--- src/rtl/core/kda_pkg.sv ---
// Package for the key debounce and autorepeat block: word types, codes and reset values.
`default_nettype none

package kda_pkg;

  localparam int KEY_COUNT_DEF    = 8;
  localparam int HISTORY_BITS_DEF = 4;

  localparam int CMD_W   = 2;
  localparam int KEY_IW  = 3;
  localparam int EVENT_W = 3;
  localparam int CNT_W   = 8;
  localparam int MODE_W  = 4;
  localparam int REG_IW  = 2;

  // commands
  localparam logic [CMD_W-1:0] CMD_TICK  = 2'd0;
  localparam logic [CMD_W-1:0] CMD_PAUSE = 2'd1;
  localparam logic [CMD_W-1:0] CMD_KILL  = 2'd2;

  // per-key modes
  localparam logic [MODE_W-1:0] MODE_OFF    = 4'd0;
  localparam logic [MODE_W-1:0] MODE_START  = 4'd1;
  localparam logic [MODE_W-1:0] MODE_DELAY  = 4'd2;
  localparam logic [MODE_W-1:0] MODE_PAUSED = 4'd3;
  localparam logic [MODE_W-1:0] MODE_KILLED = 4'd4;
  localparam logic [MODE_W-1:0] MODE_RPT16  = 4'd5;
  localparam logic [MODE_W-1:0] MODE_RPT8   = 4'd6;
  localparam logic [MODE_W-1:0] MODE_RPT4   = 4'd7;
  localparam logic [MODE_W-1:0] MODE_RPT2   = 4'd8;
  localparam logic [MODE_W-1:0] MODE_RPT1   = 4'd9;

  // event kinds
  localparam logic [EVENT_W-1:0] EV_NONE    = 3'd0;
  localparam logic [EVENT_W-1:0] EV_FIRST   = 3'd1;
  localparam logic [EVENT_W-1:0] EV_LONG    = 3'd2;
  localparam logic [EVENT_W-1:0] EV_REPEAT  = 3'd3;
  localparam logic [EVENT_W-1:0] EV_RELEASE = 3'd4;

  // register indexes
  localparam logic [REG_IW-1:0] REG_LONG_PRESS   = 2'd0;
  localparam logic [REG_IW-1:0] REG_FIRST_REPEAT = 2'd1;
  localparam logic [REG_IW-1:0] REG_LEVEL        = 2'd2;
  localparam logic [REG_IW-1:0] REG_PAUSE        = 2'd3;

  // register reset values
  localparam logic [CNT_W-1:0] LONG_PRESS_RST   = 8'd32;
  localparam logic [CNT_W-1:0] FIRST_REPEAT_RST = 8'd40;
  localparam logic [CNT_W-1:0] LEVEL_RST        = 8'd48;
  localparam logic [CNT_W-1:0] PAUSE_RST        = 8'd64;

  typedef struct packed {
    logic [CMD_W-1:0]  cmd;
    logic [KEY_IW-1:0] key_index;
    logic              key_level;
  } in_word_t;

  typedef struct packed {
    logic [EVENT_W-1:0] event_kind;
    logic [KEY_IW-1:0]  event_key;
  } out_word_t;

endpackage

`default_nettype wire

--- src/rtl/core/key_debounce_autorepeat.sv ---
// Top level: per-key debounce with first-press, long-press, repeat and release events.
`default_nettype none

// Channel  | Direction | Handshake             | Word
// ---------+-----------+-----------------------+--------------------------------------
// in       | into      | in_valid / in_ready   | in_data: cmd, key_index, key_level
// out      | out of    | out_valid / out_ready | out_data: event_kind, event_key
// cfg      | into      | cfg_valid / cfg_ready | cfg_index, cfg_data (8-bit register)
//
// Each input word gives exactly one output word. An accepted word sits in the input
// register while one pass of the per-key update logic loads the output register, so
// out_valid rises once the word has gone through the input register and then the
// output register. Throughput is one word per cycle while the output is not stalled;
// the limit is the single read-modify-write of the addressed key's history, count and mode.
// Synchronous reset clears all key state and loads the register defaults.
// A stalled output holds the processed word; the input register still takes one
// more word, then in_ready drops until the output drains. cfg_ready is always high.

module key_debounce_autorepeat
  import kda_pkg::*;
#(
  parameter int KEY_COUNT    = KEY_COUNT_DEF,
  parameter int HISTORY_BITS = HISTORY_BITS_DEF
) (
  input  wire logic              clk,
  input  wire logic              rst,
  input  wire logic              in_valid,
  output logic                   in_ready,
  input  wire in_word_t          in_data,
  output logic                   out_valid,
  input  wire logic              out_ready,
  output out_word_t              out_data,
  input  wire logic              cfg_valid,
  output logic                   cfg_ready,
  input  wire logic [REG_IW-1:0] cfg_index,
  input  wire logic [CNT_W-1:0]  cfg_data
);

  localparam int KEY_W = (KEY_COUNT > 1) ? $clog2(KEY_COUNT) : 1;
  localparam int KWIDE = KEY_W + KEY_IW;

  // configuration registers
  logic [CNT_W-1:0] long_press_ticks;
  logic [CNT_W-1:0] first_repeat_ticks;
  logic [CNT_W-1:0] level_ticks;
  logic [CNT_W-1:0] pause_ticks;

  // per-key state
  logic [HISTORY_BITS-1:0] sample_history [KEY_COUNT];
  logic [CNT_W-1:0]        tick_count     [KEY_COUNT];
  logic [MODE_W-1:0]       key_mode       [KEY_COUNT];

  // input register
  logic     in_full;
  in_word_t in_word;

  logic proc_fire;

  // addressed key
  logic [KWIDE-1:0] key_wide;
  logic [KEY_W-1:0] key_sel;
  logic             key_ok;

  // update logic
  logic [HISTORY_BITS-1:0] hist_shift;
  logic [MODE_W-1:0]       mode_cur;
  logic [MODE_W-1:0]       mode_next;
  logic [CNT_W-1:0]        count_next;
  logic [HISTORY_BITS-1:0] history_next;
  logic [EVENT_W-1:0]      event_next;
  logic                    rpt_hit;

  assign cfg_ready = 1'b1;

  always_ff @(posedge clk) begin
    if (rst) begin
      long_press_ticks   <= LONG_PRESS_RST;
      first_repeat_ticks <= FIRST_REPEAT_RST;
      level_ticks        <= LEVEL_RST;
      pause_ticks        <= PAUSE_RST;
    end else if (cfg_valid) begin
      unique case (cfg_index)
        REG_LONG_PRESS:   long_press_ticks   <= cfg_data;
        REG_FIRST_REPEAT: first_repeat_ticks <= cfg_data;
        REG_LEVEL:        level_ticks        <= cfg_data;
        REG_PAUSE:        pause_ticks        <= cfg_data;
        default:          ;
      endcase
    end
  end

  // Process the held word whenever the output register is free or being emptied.
  assign proc_fire = in_full && (!out_valid || out_ready);
  assign in_ready  = !in_full || proc_fire;

  always_ff @(posedge clk) begin
    if (rst) begin
      in_full <= 1'b0;
    end else if (in_ready) begin
      in_full <= in_valid;
    end
  end

  always_ff @(posedge clk) begin
    if (in_valid && in_ready) begin
      in_word <= in_data;
    end
  end

  assign key_wide = {{KEY_W{1'b0}}, in_word.key_index};
  assign key_sel  = key_wide[KEY_W-1:0];
  assign key_ok   = key_wide < KWIDE'(KEY_COUNT);

  // Next state of the addressed key and the event it gives.
  always_comb begin
    hist_shift   = {sample_history[key_sel][HISTORY_BITS-2:0], in_word.key_level};
    mode_cur     = key_mode[key_sel];
    mode_next    = mode_cur;
    count_next   = tick_count[key_sel];
    history_next = sample_history[key_sel];
    event_next   = EV_NONE;
    rpt_hit      = 1'b0;

    unique case (in_word.cmd)
      CMD_TICK: begin
        history_next = hist_shift;
        count_next   = tick_count[key_sel] + CNT_W'(1);
        // codes past the top repeat speed never occur; treat them as off
        if (mode_cur > MODE_RPT1) begin
          mode_next = MODE_OFF;
        end
        // settled release ends whatever the key was doing
        if (mode_next != MODE_OFF && hist_shift == '0) begin
          if (mode_next != MODE_KILLED) begin
            event_next = EV_RELEASE;
          end
          count_next = '0;
          mode_next  = MODE_OFF;
        end

        unique case (mode_next) inside
          MODE_OFF: begin
            if (hist_shift == '1) begin
              mode_next  = MODE_START;
              count_next = '0;
            end
          end
          MODE_START: begin
            event_next = EV_FIRST;
            mode_next  = MODE_DELAY;
            count_next = '0;
          end
          MODE_DELAY: begin
            if (count_next == long_press_ticks) begin
              event_next = EV_LONG;
            end
            if (count_next == first_repeat_ticks) begin
              mode_next  = MODE_RPT16;
              count_next = '0;
            end
          end
          MODE_PAUSED: begin
            if (count_next >= pause_ticks) begin
              mode_next  = MODE_RPT8;
              count_next = '0;
            end
          end
          [MODE_RPT16:MODE_RPT1]: begin
            if (mode_next != MODE_RPT1 && count_next >= level_ticks) begin
              mode_next  = mode_next + MODE_W'(1);
              count_next = '0;
            end
            unique case (mode_next)
              MODE_RPT16: rpt_hit = count_next[3:0] == 4'd0;
              MODE_RPT8:  rpt_hit = count_next[2:0] == 3'd0;
              MODE_RPT4:  rpt_hit = count_next[1:0] == 2'd0;
              MODE_RPT2:  rpt_hit = !count_next[0];
              default:    rpt_hit = 1'b1;
            endcase
            if (rpt_hit) begin
              event_next = EV_REPEAT;
            end
          end
          default: ;  // killed: silent until release
        endcase
      end
      CMD_PAUSE: begin
        mode_next  = MODE_PAUSED;
        count_next = '0;
      end
      CMD_KILL: begin
        mode_next = MODE_KILLED;
      end
      default: ;
    endcase

    if (!key_ok) begin
      event_next = EV_NONE;
    end
  end

  always_ff @(posedge clk) begin
    if (rst) begin
      for (int i = 0; i < KEY_COUNT; i++) begin
        sample_history[i] <= '0;
        tick_count[i]     <= '0;
        key_mode[i]       <= MODE_OFF;
      end
    end else if (proc_fire && key_ok) begin
      sample_history[key_sel] <= history_next;
      tick_count[key_sel]     <= count_next;
      key_mode[key_sel]       <= mode_next;
    end
  end

  // output register
  always_ff @(posedge clk) begin
    if (rst) begin
      out_valid <= 1'b0;
    end else if (proc_fire) begin
      out_valid <= 1'b1;
    end else if (out_ready) begin
      out_valid <= 1'b0;
    end
  end

  always_ff @(posedge clk) begin
    if (proc_fire) begin
      out_data.event_kind <= event_next;
      out_data.event_key  <= in_word.key_index;
    end
  end

  // Commands other than a tick never give an event.
  a_cmd_silent: assert property (@(posedge clk) disable iff (rst)
    proc_fire && in_word.cmd != CMD_TICK |=> out_data.event_kind == EV_NONE)
    else $error("event from a non-tick command");

  // A pause leaves the key paused.
  a_pause_mode: assert property (@(posedge clk) disable iff (rst)
    proc_fire && key_ok && in_word.cmd == CMD_PAUSE |=>
      key_mode[$past(key_sel)] == MODE_PAUSED)
    else $error("pause did not set paused mode");

  // A killed key never reports its release.
  a_killed_quiet: assert property (@(posedge clk) disable iff (rst)
    proc_fire && key_ok && in_word.cmd == CMD_TICK && key_mode[key_sel] == MODE_KILLED
      |=> out_data.event_kind != EV_RELEASE)
    else $error("release event from a killed key");

  // Modes stay within the defined codes.
  a_mode_range: assert property (@(posedge clk) disable iff (rst)
    proc_fire && key_ok |=> key_mode[$past(key_sel)] <= MODE_RPT1)
    else $error("mode code out of range");

endmodule

`default_nettype wire

--- config.mk ---
export PLATFORM = sky130hd
export DESIGN_NAME = key_debounce_autorepeat
export DESIGN_NICKNAME = d
export VERILOG_FILES = /design/src/rtl/core/kda_pkg.sv /design/src/rtl/core/key_debounce_autorepeat.sv
export SDC_FILE = /design/constraint.sdc
export NUM_CORES = 1
export LEC_CHECK = 0
export BUFFER_PORTS_ARGS = -buffer_cell sky130_fd_sc_hd__clkbuf_2
export CAP_MARGIN = 20
export CORE_ASPECT_RATIO = 1.2
export CORE_MARGIN = 4
export CORE_UTILIZATION = 53
export DETAILED_ROUTE_END_ITERATION = 16
export GPL_TIMING_DRIVEN = 0
export PLACE_DENSITY = 0.74
export SYNTH_ARGS = -nofsm -noshare
export SYNTH_HDL_FRONTEND = slang
export SYNTH_SLANG_ARGS = --single-unit
--- constraint.sdc ---
create_clock -name clk -period 5.4 [get_ports clk]
set_input_delay 1.62 -clock clk [delete_from_list [all_inputs] [get_ports clk]]
set_output_delay 1.62 -clock clk [all_outputs]
set_load 0.05 [all_outputs]
* Yosys cells after proc, flatten, opt, wreduce, memory -nomap -nowiden *
Memories as Yosys holds them, arrays and structs flattened. A register that Yosys moved wholly into a read port is not among the register bits.
Cells that the tools add are included.
Widths: inputs -> output; s select.

operators by class
  add/sub/neg operators = 2
  magnitude comparators = 6
  equal/unequal tests = 17
  muxes and demuxes = 50
  reduce and logical (&&, ||, !) cells = 28

operator list
  cell                 count
  $mux 8               9
  $mux 4               13
  $pmux 8 s5           1
  $mux 3               10
  $pmux 4 s5           1
  $eq 8x8->1           2
  $ge 8x8->1           2
  $pmux 8 s2           1
  $eq 4x3->1 const B   3
  $logic_not 4->1      3
  $mux 1               12
  $pmux 4 s3           1
  $reduce_and 2->1     5
  $pmux 3 s3           1
  $add 8x1->8 const B  1
  $eq 4x2->1 const B   2
  $eq 4x4->1 const B   2
  $reduce_or 4->1      2
  $reduce_or 8->1      1
  $eq 2x2->1 const B   3
  $logic_and 1x1->1    6
  $logic_not 2->1      3
  $add 4x1->4 const B  1
  $eq 2x1->1 const B   2
  other kinds (13)     16

storage, ports and cells
  register bits = 46
  memory bits (writable) = 128
  bits of input ports = 21
  output and inout bits = 9
  logic and storage cells = 117
  memories kept = 3

memories
  name            depth  width  read ports  clocked after memory_dff  write ports  line                           text
  tick_count      8      8      1           1                         8            key_debounce_autorepeat.sv:50  logic [CNT_W-1:0] tick_count [KEY_COUNT];
  key_mode        8      4      1           1                         8            key_debounce_autorepeat.sv:51  logic [MODE_W-1:0] key_mode [KEY_COUNT];
  sample_history  8      4      1           1                         8            key_debounce_autorepeat.sv:49  logic [HISTORY_BITS-1:0] sample_history [KEY_COUNT];

* Longest topological paths before layout *
  depth after elaboration = 18
  depth in mapped cells = 25
  mapped depth without buffers = 19

* Least setup slack after synthesis *
Ideal clock, no wire load.

  path type = register -> register
  from = reg (tool-made name)
  to = reg out_data[5] in the netlist's numbering, data pin
  setup time = 0.203 ns
  arrival = 5.231 ns
  required time = 5.197 ns
  path slack = -0.034 ns
  cell stages (with the launch flop) = 24
  path buffers = 5
  period minus slack after synthesis = 5.434 ns
  cells stage by stage = dfxtp_1 -> buf_4 -> buf_6 -> buf_6 -> buf_4 -> mux4_2 -> nand2_1 -> and2_0 -> inv_1 -> ha_1 -> nand3_1 -> or4_1 -> xor2_1 -> clkbuf_1 -> nor2_1 -> ha_1 -> o22ai_1 -> o31a_1 -> or4b_1 -> a21oi_1 -> nand3_1 -> o311ai_2 -> a22oi_1 -> a2111oi_1

RTL lines
  item           line                           text
  end, declared  key_debounce_autorepeat.sv:32  output out_word_t out_data,

==> results.md <==
* Outcome: finished, final reports clean
* H-tree Lvls at 4
* Simple-Gate Fraction of Synth Area at 0.163
* Synth area leader: edfxtp_1
* First-pass GRT wire length at 38500 um
* Final Cycle Share at 0.978
* Worst-skew pair later-pin latency at 0.44 ns
* Layout cells sized above 1 at 0.214
* Final ANT Viol Nets at 0
* Share of the synthesized area in the top cell type at 0.419
* Combinational Power Share at 0.231
* CP Max Fanout at 10
* Die height at 154 um
* Clock sink total at 169
* Adder-Cell Fraction of Synth Area at 0.0278
* Setup crit start kind: flop
* Routability cong. at 0.973
* Psw at around 1.1 mW
* Synth warn at 0
* Top cells by area, synth: edfxtp_1 (42%), dfxtp_1 (7.8%), mux4_2 (5.5%), nor2_1 (4.6%), mux2i_1 (3.9%)
* Number of I/O pins at 30
* RR Endpoint: out_data[4]
* Max Fclk at approximately 190 MHz
* Final WL at 25100 um
* Synthesized cell area at 0.00945 mm2
* Reg2Reg Setup Slack at 0.12 ns
* DR WL/cell at 22.3 um
* Main combinational cell family by area after synthesis: simple AND/OR/NAND/NOR gates
* Register area share after synthesis at 0.498
* Starting Density at 0.540
* Min cycle time layout at 5.28 ns
* Final Hold Violating Endpoints at 0
* Leak Pwr at 4.06 nW
* DRT Pass-1 Iters at 6
* Area growth syn-to-layout at 14.8%
* Worst reg2reg path depth at 22
* Number of global-route vias before repair at 7015
* Arr. time, crit path at 5.48 ns
* Synth cell types at 89
* Final core occ at 0.619
* EDFF count, synth at 132
* FF+latch area at 0.00470 mm2
* Total power at around 3.6 mW
* Longest Clk Path Bufs at 2
* Post-synthesis xor/xnor area fraction at 0.0179
* RSZ-0062 raised after global routing: false
* Die X at 130 um
* Root Driver: clkbuf_16
* Antenna diodes at 0
* DR vias/cell at 6.26
* CP endpoint kind: flop
* Ys async rst share at 0
* Pwr per Cell Area at 331 mW/mm2
* Clk pwr share at 0.358
* Vias at 7051
* Detail Placement HPWL at 17500 um
* CTS tree: done
* Syn avg cell area at 11.4 um2
* VDD IR max at between 0.0002 and 0.00025 V
* Worst rel slew slack at 0.366
* Clock transition at path regs at 0.07 ns
* Clock buffer count from CTS at 17
* Setup violators final at 0
* Main synth FF type: edfxtp_1
* Grt total ovfl at 0
* Fraction of the mapped netlist area in compound gates at 0.128
* Clk_skew at 0.00786 ns
* # rows at 53
* Largest net degree at the start of global routing at 17
* Switching share of total power at 0.299
* CP Class: flop to flop
* Synthesis-stage register bit count at 169
* Hold Crit Endpoint: pause_ticks[7]
* Antenna violations before repair at 0
* Final hold slack at 0.459 ns
* Max-slew violations at 0
* Worst slew pin tran at 0.951 ns
* Post-Synthesis Cells at about 830
* DIE AREA at 0.0200 mm2
* Sequential fraction of design power at 0.411
* Post-synthesis mux area share at 0.125
* Drt drc at 0
* Worst EP required at roughly 5.6 ns
* Internal power at 2.52 mW
* Net count reported at finish at 935
* Number of DRC markers in iteration 0 at 773
* Worst hold path depth at 2
* Max-cap viol count at 0
* Hold_sp: pause_ticks[7]
* CORE AREA at 0.0175 mm2
* Min-Delay Path Class: flop to flop
* # fillers at around 1300
* All-Layer GR Usage at 0.255
* Multi-input logic area at 0.00447 mm2
* Syn_nets at between 800 and 900
* I/O Buffers at 27
[power by group through the flow]
stage	Sequential (mW)	Combinational [mW]	Clock, mW
6_report	1.48	0.831	1.29
5_1_grt	1.48	0.884	1.35
4_1_cts	1.47	0.802	1.28
3_5_place_dp	1.50	0.731	0
3_3_place_gp	1.50	0.721	0
2_1_floorplan	1.50	0.534	0
[registers in the layout, indices dropped and copies added (netlist names), 3 cells and up, named ones only]
register	flops
key_sel	3
pause_ticks	8
key_mode	32
sample_history	24
long_press_ticks	8
first_repeat_ticks	8
level_ticks	8
tick_count	64
out_data	6
[layer usage]
layer	vias up	global-route usage	routed length (um)
li1	3214	-	-
met1	3405	0.299	8940
met2	353	0.447	13100
met3	79	0.0425	1820
met4	0	0.129	1240
met5	-	0	0
[critical path: stages (launching register included)]
cell	delay, ns
dfxtp_1	0.32
buf_6	0.13
buf_12	0.12
mux4_2	0.50
or4_4	0.55
o31a_4	0.15
buf_6	0.16
nor2_4	0.17
buf_6	0.17
buf_12	0.11
buf_12	0.13
nor2_1	0.07
ha_1	0.29
a21o_1	0.14
a211oi_2	0.10
o31a_1	0.34
or4b_1	0.54
a21oi_2	0.19
nand3_1	0.11
o311ai_2	0.30
buf_4	0.17
o21ai_0	0.06
and3_1	0.18
[cells in the mapped netlist (4+ instances only)]
library cell / number
edfxtp_1: 132
nor2_1: 117
nand2_1: 88
a21oi_1: 53
dfxtp_1: 37
mux2i_1: 37
clkbuf_1: 31
inv_1: 27
mux4_2: 23
nand3_1: 23
ha_1: 21
nand2b_1: 18
nor3_1: 16
o21ai_0: 16
mux2_2: 13
o41ai_2: 10
and2_1: 9
nor2b_1: 7
o41ai_1: 7
xnor2_1: 7
a21o_1: 6
buf_6: 6
xor2_1: 6
nand3b_1: 5
nand4b_1: 5
or3_1: 5
buf_2: 4
buf_4: 4
mux4_1: 4
nand4_1: 4
o21a_1: 4
[cell type report]
cell class              count  area share
inverters                  28     0.00969
clock inverters            15      0.0173
multi-input cells         583       0.412
plain buffers              48      0.0338
flip-flops and latches    169       0.434
well taps                 220      0.0254
clock buffers              17      0.0392
repair buffers             46      0.0291
[cell usage in the layout, fill, tap and decap left out, drive strengths merged, types with 21 or more instances in the layout]
master / count
edfxtp: 132
inv: 34
a21oi: 54
nand2: 89
buf: 37
dfxtp: 37
nand3: 24
ha: 21
nor2: 118
mux4: 27
clkbuf: 74
mux2i: 39
[logic make-up (layout without fill, tap and decap cells)]
family                   Yosys count  in the layout
AND/OR/NAND/NOR                  323            323
buffers and inverters             77            154
AO/OA/AOI/OAI                    143            143
adder cells (fa/ha/maj)           21             21
multiplexers                      79             79
XOR/XNOR                          16             16
flip-flops                       169            169
other                              1              1
[through the flow]
| step | area (um2) | worst slack [ns] | cells | TNS (ns) |
|---|---|---|---|---|
| after floorplan | 9450 | 0.0773 | 829 | 0 |
| after global placement | 9860 | -1.20 | 1076 | -95.69 |
| after detailed placement | 9860 | -1.28 | 1076 | -101.85 |
| after CTS | 10800 | 0.00179 | 1123 | 0 |
| after global routing | 10800 | 0.0193 | 1126 | 0 |
| final | 10800 | 0.121 | 1126 | 0 |
[timing repair]
action,CTS,global route
setup buffers,15,4
hold endpoints to repair,0,0
setup endpoints to repair,99,92
resized for setup,43,8
hold buffers,0,0
pin swaps,10,9
[worst max-delay path by stage]
stage | endpoint | startpoint | cells after the start | slack (ns)
4_1_cts | tick_count[4][7] | flop | 22 | 0.002
3_5_place_dp | out_data[5] | flop | 20 | -1.28
3_3_place_gp | out_data[5] | flop | 20 | -1.20
5_1_grt | tick_count[0][7] | flop | 22 | 0.02
6_report | out_data[4] | flop | 22 | 0.12
2_1_floorplan | out_data[5] | flop | 21 | 0.08
Note: power is estimated with default switching activity, not from simulation.
